===== src/rtl/s39ptm_pkg.sv =====
package s39ptm_pkg;

    // Field widths fixed by the request and result formats
    localparam int unsigned VPN_W    = 27;
    localparam int unsigned PPN_W    = 44;
    localparam int unsigned COUNT_W  = 20;
    localparam int unsigned PERM_W   = 10;
    localparam int unsigned STATUS_W = 2;

    // Table geometry: 512 entries of 9 index bits per table page
    localparam int unsigned IDX_W    = 9;
    // Stored entry: PPN over the ten flag bits (upper PTE bits are always zero)
    localparam int unsigned ENTRY_W  = PPN_W + PERM_W;

    // Walk levels
    typedef enum logic [1:0] {
        LVL_LEAF = 2'd0,
        LVL_MID  = 2'd1,
        LVL_ROOT = 2'd2
    } level_t;

    // Result status codes
    typedef enum logic [STATUS_W-1:0] {
        STAT_DONE      = 2'd0,
        STAT_POOL_FULL = 2'd1,
        STAT_OUT_POOL  = 2'd2
    } status_t;

    // Controller states
    typedef enum logic [2:0] {
        S_CLEAR,
        S_IDLE,
        S_START,
        S_READ,
        S_EVAL,
        S_ZERO,
        S_LINK,
        S_DONE
    } state_t;

    // Commands from controller to datapath
    typedef struct packed {
        logic load;       // capture a new request
        logic clear_wr;   // write zero during the reset clearing pass
        logic zero_wr;    // write zero into the page being allocated
        logic link_wr;    // write pointer PTE to the new page, descend
        logic descend;    // follow a valid pointer, descend
        logic leaf_wr;    // write leaf PTE, count it
        logic advance;    // step to the next virtual/physical page
        logic set_full;   // record pool exhausted
        logic set_range;  // record pointer outside pool
        logic publish;    // load the result register
    } cmd_t;

    // Status from datapath to controller
    typedef struct packed {
        logic ent_valid;   // entry read at the current slot has V set
        logic in_range;    // its pointer lands inside the pool
        logic pool_full;   // no free table page left
        logic at_leaf;     // walk is at the last level
        logic count_zero;  // no pages left to map
        logic last_page;   // the current page is the last one
        logic zero_last;   // page zeroing reaches its last entry
        logic clear_last;  // reset clearing reaches its last entry
        logic out_free;    // result register can take a new result
    } stat_t;

endpackage


===== src/rtl/s39ptm_ctrl.sv =====
module s39ptm_ctrl (
    input  logic              aclk,
    input  logic              aresetn,
    input  logic              s_valid,
    output logic              s_ready,
    input  s39ptm_pkg::stat_t stat,
    output s39ptm_pkg::cmd_t  cmd
);

    s39ptm_pkg::state_t state_reg;
    s39ptm_pkg::state_t state_next;

    // State register
    always_ff @(posedge aclk) begin
        if (!aresetn) begin
            state_reg <= s39ptm_pkg::S_CLEAR;
        end else begin
            state_reg <= state_next;
        end
    end

    // Next state
    always_comb begin
        state_next = state_reg;
        unique case (state_reg)
            s39ptm_pkg::S_CLEAR: begin
                if (stat.clear_last) state_next = s39ptm_pkg::S_IDLE;
            end
            s39ptm_pkg::S_IDLE: begin
                if (s_valid) state_next = s39ptm_pkg::S_START;
            end
            s39ptm_pkg::S_START: begin
                state_next = stat.count_zero ? s39ptm_pkg::S_DONE : s39ptm_pkg::S_READ;
            end
            s39ptm_pkg::S_READ: begin
                state_next = s39ptm_pkg::S_EVAL;
            end
            s39ptm_pkg::S_EVAL: begin
                if (stat.at_leaf) begin
                    state_next = stat.last_page ? s39ptm_pkg::S_DONE : s39ptm_pkg::S_READ;
                end else if (stat.ent_valid) begin
                    state_next = stat.in_range ? s39ptm_pkg::S_READ : s39ptm_pkg::S_DONE;
                end else begin
                    state_next = stat.pool_full ? s39ptm_pkg::S_DONE : s39ptm_pkg::S_ZERO;
                end
            end
            s39ptm_pkg::S_ZERO: begin
                if (stat.zero_last) state_next = s39ptm_pkg::S_LINK;
            end
            s39ptm_pkg::S_LINK: begin
                state_next = s39ptm_pkg::S_READ;
            end
            s39ptm_pkg::S_DONE: begin
                if (stat.out_free) state_next = s39ptm_pkg::S_IDLE;
            end
            default: state_next = s39ptm_pkg::S_CLEAR;
        endcase
    end

    // Outputs
    always_comb begin
        cmd     = '0;
        s_ready = 1'b0;
        unique case (state_reg)
            s39ptm_pkg::S_CLEAR: begin
                cmd.clear_wr = 1'b1;
            end
            s39ptm_pkg::S_IDLE: begin
                s_ready  = 1'b1;
                cmd.load = s_valid;
            end
            s39ptm_pkg::S_EVAL: begin
                if (stat.at_leaf) begin
                    cmd.leaf_wr = !stat.ent_valid;
                    cmd.advance = 1'b1;
                end else if (stat.ent_valid) begin
                    cmd.descend   = stat.in_range;
                    cmd.set_range = !stat.in_range;
                end else begin
                    cmd.set_full = stat.pool_full;
                end
            end
            s39ptm_pkg::S_ZERO: begin
                cmd.zero_wr = 1'b1;
            end
            s39ptm_pkg::S_LINK: begin
                cmd.link_wr = 1'b1;
            end
            s39ptm_pkg::S_DONE: begin
                cmd.publish = stat.out_free;
            end
            default: begin
                cmd = '0;
            end
        endcase
    end

endmodule


===== config.mk =====
export PLATFORM = sky130hd
export DESIGN_NAME = s39ptm_ctrl
export DESIGN_NICKNAME = d
export VERILOG_FILES = /design/src/rtl/s39ptm_pkg.sv /design/src/rtl/s39ptm_ctrl.sv
export SDC_FILE = /design/constraint.sdc
export NUM_CORES = 1
export LEC_CHECK = 0
export BUFFER_PORTS_ARGS = -buffer_cell sky130_fd_sc_hd__buf_2
export CORE_AREA = 2 2 39 41
export DETAILED_ROUTE_END_ITERATION = 8
export DIE_AREA = 0 0 41 43
export GPL_ROUTABILITY_DRIVEN = 0
export PLACE_DENSITY = 0.57
export SYNTH_ARGS = -nofsm -noshare
export SYNTH_HDL_FRONTEND = slang
export SYNTH_SLANG_ARGS = --single-unit
export TNS_END_PERCENT = 1

===== constraint.sdc =====
create_clock -name aclk -period 1.2 [get_ports aclk]
set_input_delay 0 -clock aclk [delete_from_list [all_inputs] [get_ports aclk]]
set_output_delay 0 -clock aclk [all_outputs]
set_load 0.02 [all_outputs]

==> results of run 1 <==
metal layers:
| layer | share of wire, % | wire length [µm] |
|---|---|---|
| met5 | 0 | 0 |
| met3 | 7.2 | 61 |
| met2 | 49 | 419 |
| met4 | 0 | 0 |
| met1 | 44 | 372 |
final timing paths:
kind,depth (start not counted),to,from,slack (ps)
worst max-delay path,4,cmd[4],state_reg[0],2
worst min-delay path,2,state_reg[2],aresetn,40
worst max register to register,4,state_reg[0],state_reg[1],50
worst min register to register,3,state_reg[1],state_reg[1],650
critical path, stage by stage, from the launching register on:
cell and delay (ps):
dfxtp_4 350, nor3b_4 220, and2_1 160, and2b_1 130, buf_6 110
placed cells by master, fill, tap and decap left out, drive strengths merged, types with 2 or more instances in the layout:
master	Yosys	layout
dfxtp	3	3
nor3b	2	2
buf	3	28
clkbuf	0	4
and2	2	2
o21ai	3	3
a21oi	4	4
nor2	4	4
and3	2	2
nand2	4	4
where the power goes:
part / internal, mW / switching, mW / total (mW)
clock network: 0.124 / 0.0505 / 0.175
logic: 0.183 / 0.182 / 0.365
registers: 0.125 / 0.0261 / 0.151
final cells by class:
cell class,instances,share of cell area (%)
clock buffer,4,4.565
multi-input combinational,37,48.48
inverter,1,0.6522
sequential,3,11.74
timing repair buffer,28,31.09
tap,16,3.478
cell families after synthesis:
| logic type | after synthesis |
|---|---|
| AOI/OAI and AO/OA | 14 |
| buffers and inverters | 4 |
| DFF | 3 |
| muxes | 1 |
| and+or+nand+nor | 22 |
what timing repair did:
| action | 4_1_cts | 5_1_grt |
|---|---|---|
| setup buffers | 3 | 0 |
| resized for setup | 8 | 7 |
| setup endpoints to repair | 8 | 7 |
| pin swaps | 2 | 2 |
metrics by stage:
stage / hold slack, ps / worst slack (ps) / cell area [µm²]
floorplan: 117.5 / 58.39 / 347.8
global placement: 258.8 / 44.22 / 480.5
detailed placement: 263.6 / 38.99 / 480.5
CTS: 32.58 / -15.45 / 553.0
global route: 32.96 / -118.6 / 575.6
finish: 35.54 / 1.756 / 575.6
==> qor.yml, run 1 <==
status: "finished clean"
crit_path_start_kind: "register"
grt_pass1_vias: 333
rows: 14
core_area_mm2: 0.001384
synthAdderAreaFrac_pct: 0
max-slew-margin-rel_pct: 85.03
clk_latency_ps: 230
ys_ff_latch: 3
avgSynthCellArea_um2: 7.905
critPathKind: "reg -> out"
yosys.area.top_type: "dfxtp_1"
dp_hpwl_um: 644.5
largest_reg_flops: 3
clk_pin_slew_ps: 40
synth_seq_area_share_pct: 17.27
diodes: 0
grt.busiest_layer: "met2"
firstDrtPassIters: 4
ys.warnings.count: 0
ys.flop_type: "dfxtp_1"
syn_nets: 56
drv_slew: 0
ir_drop_mv: 0.6164
fp.dieArea_mm2: 0.001763
hold_class: "in -> reg"
final.setup.tns_ps: 0
clockBufferDepth: 2
p_total_mw: 0.6911
setup_viol: 0
synth_edf_count: 0
ys_top_cells_by_count: "nand2_1 (4), nor2_1 (4), dfxtp_1 (3)"
viasPerCell: 4.551
p_leak_nw: 0.2818
nFillCells: 136
grt_pass1_wl_um: 1373
grt_util_met2_pct: 15.94
htreeDepth: 1
synthArstFlopShare_pct: 0
crit_fanout: 4
synthSimpleGateAreaFrac_pct: 40.65
fmax_mhz: 834.6
dieWidth_um: 41
synth_compound_area_share_pct: 32.01
routed_wl_um: 853
synth_top_family_by_area: "simple AND/OR/NAND/NOR gates"
pwr_density_cell_mw_per_mm2: 1201
synth_top_cell_area_share_pct: 17.27
fin_cells: 89
drtAntennaViolNets: 0
clock_skew_ps: 4.284
synth_cell_types: 29
routedWlPerCell_um: 9.584
io_pins: 23
multi_input_area_um2: 279.0
grtUsageMet3_pct: 1.571
drcViolationCount: 0
synthCells: 44
numCtsBuffers: 3
synth.mux.area_fraction_pct: 3.237
final_net_count: 86
initial_core_util_pct: 25.14
netlist_area_um2: 347.8
tightest_slew_ps: 222.1
drt_iter0_markers: 2
drv_cap: 0
fin_crit_ps: 1198
antenna_found_initial: 0
hold_buffers: 0
track_usage_pct: 11.14
port_buffers: 22
grt_setup_unrepaired: "yes"
cts_tree: "yes"
synth_xor_area_share_pct: 0
area_growth_syn_to_layout_pct: 65.47
synth_area_leaders: "dfxtp_1 (17%), nor3b_2 (7.2%), a21oi_2 (5.0%)"
final_util_pct: 41.59
end_kind: "primary output"
dp.cells: 82
use_met1_pct: 15.43
final_layout_size_suffix_gt1_share_pct: 57.53
cts_root_buf: "clkbuf_4"
final-seq-area_um2: 67.56
grt-ovfl-total: 0
numClockSinks: 3
post-route-period-util_pct: 99.85
critical_path_arrival_ps: 1200
num_vias: 405
cp.required_ps: 1200
die_h_um: 43
grt_max_degree: 14
hold_viol_final: 0
(Power assumes the default switching activity.)
==> run 2, diff against run 1 <==
- CELL_PAD_IN_SITES_DETAIL_PLACEMENT: unset -> 1
- CELL_PAD_IN_SITES_GLOBAL_PLACEMENT: unset -> 1
- CORE_AREA: 2 2 39 41 -> unset
- CORE_MARGIN: unset -> 1.5
- CORE_UTILIZATION: unset -> 26
- DIE_AREA: 0 0 41 43 -> unset
- PLACE_DENSITY: 0.57 -> 0.78
==> run 2 against run 1 <==
  * The flow now finishes with violations (setup timing)
  * Wire length up 32%
  * Design area up 1.1%
  * Fmax down 5.9%
  * Sequential power up 3%
  * Largest cell class unchanged
  * Critical path depth up 1
  * Setup slack worse by 75 ps
  * Sequential share of layout area down 0.34 points
  * Non-clock buffer count up 1
  * First-iteration DRC count rose to 4.0 times the previous value
  * Clock power up 2%
  * Combinational power up 3%
  * Global-route usage up 5.4 points
==> qor.yml, run 2 (synthesis results as in run 1) <==
dp_hpwl_um: 848.7
cp.required_ps: 1200
numCtsBuffers: 3
multi_input_area_um2: 270.3
drt_iter0_markers: 8
cp_slowest_cell: "dfxtp_2"
top_layer: "met4"
grt_setup_unrepaired: "yes"
htreeDepth: 1
cts_root_buf: "clkbuf_4"
clockBufferDepth: 2
track_usage_pct: 16.51
initial_core_util_pct: 29.70
io_pins: 23
worst_path_largest_cell_delay_ps: 320
crit_path_cell_trace: "buf_6 -> nor3b_4 -> and2_1 -> and2b_1 -> buf_6"
end_kind: "primary output"
met2_length_um: 630
core_area_mm2: 0.001171
grt_pass1_vias: 414
fmax_mhz: 785.4
dp.cells: 82
place_ws_ps: 55.78
firstDrtPassIters: 2
largest_reg_flops: 3
area_growth_syn_to_layout_pct: 67.27
fin_crit_ps: 1273
dieWidth_um: 39.58
final_util_pct: 49.68
hold_start: "aresetn"
fp.dieArea_mm2: 0.001566
ir_drop_mv: 0.4944
grt_max_degree: 12
drcViolationCount: 0
port_buffers: 22
viasPerCell: 4.989
antenna_found_initial: 0
drv_slew: 0
critical_path_arrival_ps: 1270
post-route-period-util_pct: 106.1
num_vias: 439
violations: "setup timing"
p_leak_nw: 0.2873
p_total_mw: 0.7094
final_net_count: 87
crit_fanout: 4
final_layout_size_suffix_gt1_share_pct: 56.76
r2r-start: "state_reg[0]"
hold_buffers: 0
critPathKind: "reg -> out"
drtAntennaViolNets: 0
layout_common_cells: "buf_2 (17), buf_6 (6), buf_4 (6)"
die_h_um: 39.58
hold_viol_final: 0
wl_met1_um: 446
layout_setup_ws_ps: -73.30
final-seq-area_um2: 66.31
clk_latency_ps: 240
cts_tree: "yes"
crit_start: "state_reg[0]"
max-slew-margin-rel_pct: 85.35
nFillCells: 154
diodes: 0
setup_viol: 5
final.setup.tns_ps: -230.3
tightest_slew_ps: 217.4
drv_cap: 0
pwr_density_cell_mw_per_mm2: 1219
numClockSinks: 3
rows: 12
met3_length_um: 28
crit_path_start_kind: "register"
fin_cells: 88
hold_class: "in -> reg"
routedWlPerCell_um: 12.75
status: "finished, violations left"
grt_pass1_wl_um: 1676
final_common_cell: "buf_2"
routed_wl_um: 1122
clock_skew_ps: 4.536
grt-ovfl-total: 0
clk_pin_slew_ps: 40
cp_common_cell: "buf_6"
==> run 2: timing repair <==
action,4_1_cts,5_1_grt
setup endpoints to repair,8,12
setup buffers,2,0
pin swaps,5,4
resized for setup,10,6
==> run 2: worst max-delay path, delay by kind of cell (launching register included) <==
family                 cells  cell delay (ps)
flip-flops                 1              320
buffers and inverters      2              230
AND/OR/NAND/NOR            3              480
==> run 2: stage by stage <==
| step | hold slack (ps) | cell area [µm²] |
|---|---|---|
| floorplan | 117.5 | 347.8 |
| global placement | 244.1 | 493.0 |
| detailed placement | 247.2 | 493.0 |
| CTS | 4.619 | 564.3 |
| global route | 5.767 | 581.8 |
| finish | 7.165 | 581.8 |
==> run 2: worst paths after layout <==
kind	to	cells after the start	slack [ps]
worst min register to register	state_reg[2]	3	630
worst max register to register	state_reg[0]	5	-30
worst max-delay path	cmd[4]	5	-70
worst min-delay path	state_reg[2]	2	7
==> run 2: cell type report <==
| type | instances | share of cell area [%] |
|---|---|---|
| inverters | 1 | 0.6452 |
| well taps | 14 | 3.011 |
| repair buffers | 29 | 33.98 |
| clock buffers | 4 | 4.516 |
| multi-input cells | 37 | 46.45 |
| flip-flops and latches | 3 | 11.40 |
==> run 2: routing by layer <==
layer	vias to the layer above	GRT usage [%]
li1	222	-
met1	205	17.45
met2	10	29.10
met3	2	3.409
met4	0	10.34
met5	-	0
==> run 2: report_power, final <==
part | internal [mW] | switching, mW | total, mW | leakage [nW]
clock network | 0.125 | 0.0546 | 0.179 | 0.0150
registers | 0.125 | 0.0295 | 0.155 | 0.0261
logic | 0.186 | 0.189 | 0.375 | 0.246
total | 0.436 | 0.273 | 0.709 | 0.287
==> run 3, diff against run 2 <==
- HOLD_SLACK_MARGIN: unset -> 0.15
==> run 3 against run 2 <==
  * Global-route usage is 0.47 points higher
  * Register-to-register slack about the same
  * Setup slack gained 4.3 ps
  * Die area stayed put
  * The flow still finishes with violations (setup timing)
  * Sequential share of layout area down 0.56 points
  * Fmax is 0.34% higher
  * Sequential power hardly changed
  * Core utilization grew 2.6 points
  * Wire length is 11% higher
  * Combinational power up 3%
  * Critical path type unchanged
  * Clock power about the same
  * Largest power group unchanged
==> qor.yml, run 3 (synthesis results as in run 1) <==
status: "finished, violations left"
violations: "setup timing"
drtAntennaViolNets: 0
clk_latency_ps: 230
whs_endpoint: "state_reg[2]"
area_growth_syn_to_layout_pct: 75.90
power.share.switching_pct: 38.62
combPwrFrac_pct: 53.7
drv_slew: 0
clk_pin_slew_ps: 40
top_layer: "met4"
crit_start: "state_reg[0]"
seq_power_share_pct: 21.5
numClockSinks: 3
drcViolationCount: 0
post-route-period-util_pct: 105.8
grt_setup_unrepaired: "yes"
layout_common_cells: "buf_2 (17), buf_6 (6), buf_4 (6)"
cts_tree: "yes"
met3_length_um: 47
fp.dieArea_mm2: 0.001566
routedWlPerCell_um: 13.63
cp_common_cell: "buf_6"
final_util_pct: 52.24
firstDrtPassIters: 4
fmax_mhz: 788.0
dp_hpwl_um: 848.7
met2_length_um: 703
final_net_count: 90
dp.cells: 82
drt_iter0_markers: 7
largest_reg_flops: 3
antenna_found_initial: 0
clockBufferDepth: 2
crit_fanout: 4
cp.required_ps: 1200
diodes: 0
worstRegToRegCells: 5
p_sw_mw: 0.2786
layout_setup_ws_ps: -69.04
track_usage_pct: 16.98
final_layout_size_suffix_gt1_share_pct: 54.55
design_area_um2: 611.8
setup_viol: 5
tightest_slew_ps: 311.3
routed_wl_um: 1240
holdPathStages: 4
core_area_mm2: 0.001171
num_vias: 464
grt_pass1_wl_um: 1718
clock_skew_ps: 1.317
htreeDepth: 1
hold_viol_final: 0
hold_start: "stat[3]"
p_leak_nw: 0.2999
grt-ovfl-total: 0
wl_met1_um: 461
crit_path_cell_trace: "buf_6 -> nor3b_4 -> and2_1 -> and2b_1 -> buf_6"
rr_endpoint: "state_reg[0]"
pwr_density_cell_mw_per_mm2: 1179
end_kind: "primary output"
initial_core_util_pct: 29.70
r2r_slack_ps: -40
fin_cells: 91
dieWidth_um: 39.58
rows: 12
ir_drop_mv: 0.5572
r2r-start: "state_reg[0]"
fin_crit_ps: 1269
viasPerCell: 5.099
final_common_cell: "buf_2"
critical_path_arrival_ps: 1270
crit_path_start_kind: "register"
io_pins: 23
placed_area_um2: 493.0
max-slew-margin-rel_pct: 79.03
worst_path_largest_cell_delay_ps: 310
nFillCells: 154
cts_root_buf: "clkbuf_4"
hold_class: "in -> reg"
cp_slowest_cell: "dfxtp_2"
drv_cap: 0
numCtsBuffers: 3
die_h_um: 39.58
grt_max_degree: 12
grt_pass1_vias: 415
hold_ws_ps: 169.0
port_buffers: 22
p_int_mw: 0.4428
critPathKind: "reg -> out"
place_ws_ps: 55.78
p_clk_share_pct: 24.9
[run 3: changes by cell type in the layout (fill, tap and decap cells not counted), sizes merged]
cell         change
dlygate4sd3      +3
[run 3: how the worst max path moves through the flow]
stage / end / slack, ps / cells past startpoint
detailed placement: state_reg[0] / 60 / 4
finish: cmd[4] / -70 / 5
floorplan: cmd[9] / 60 / 3
global placement: cmd[4] / 100 / 5
CTS: cmd[4] / -100 / 5
global route: cmd[4] / -130 / 5
[run 3: routing by layer]
layer | vias up | track usage (%)
li1 | 228 | -
met1 | 218 | 18.46
met2 | 14 | 29.51
met3 | 4 | 3.409
met4 | 0 | 10.34
met5 | - | 0
[run 3: through the flow]
step	power, mW	setup TNS [ps]
6_report	0.7214	-229.7
5_1_grt	0.7772	-565.2
4_1_cts	0.7168	-296.6
3_5_place_dp	0.4810	0
3_3_place_gp	0.4687	0
2_1_floorplan	0.3647	0
[run 3: final cells by class]
type	instances	area [µm²]	share of cell area, %
clock buffer	4	26.28	4.294
inverter	1	3.754	0.6135
multi-input combinational	37	270.3	44.17
sequential	3	66.31	10.84
tap	14	17.52	2.863
timing repair buffer	32	227.7	37.22
[run 3: repair_timing]
action                                 CTS  global route
gates cloned                             0             0
endpoints found under the hold margin    3             0
setup endpoints to repair                8            12
hold buffers                             3             0
resized for setup                       10             6
pin swaps                                5             4
buffers inserted                         2             0
[run 3: power by group through the flow]
stage	Combinational [mW]	Clock, mW	Sequential (mW)
after global routing	0.417	0.200	0.161
after CTS	0.375	0.189	0.152
after global placement	0.320	0	0.149
after detailed placement	0.331	0	0.150
final	0.387	0.179	0.155
after floorplan	0.227	0	0.137
[run 3: worst max-delay path: cells and delay by family (launching register included)]
| family | cells | cell delay [ps] |
|---|---|---|
| AND/OR/NAND/NOR | 3 | 480 |
| flip-flops | 1 | 310 |
| buffers and inverters | 2 | 220 |
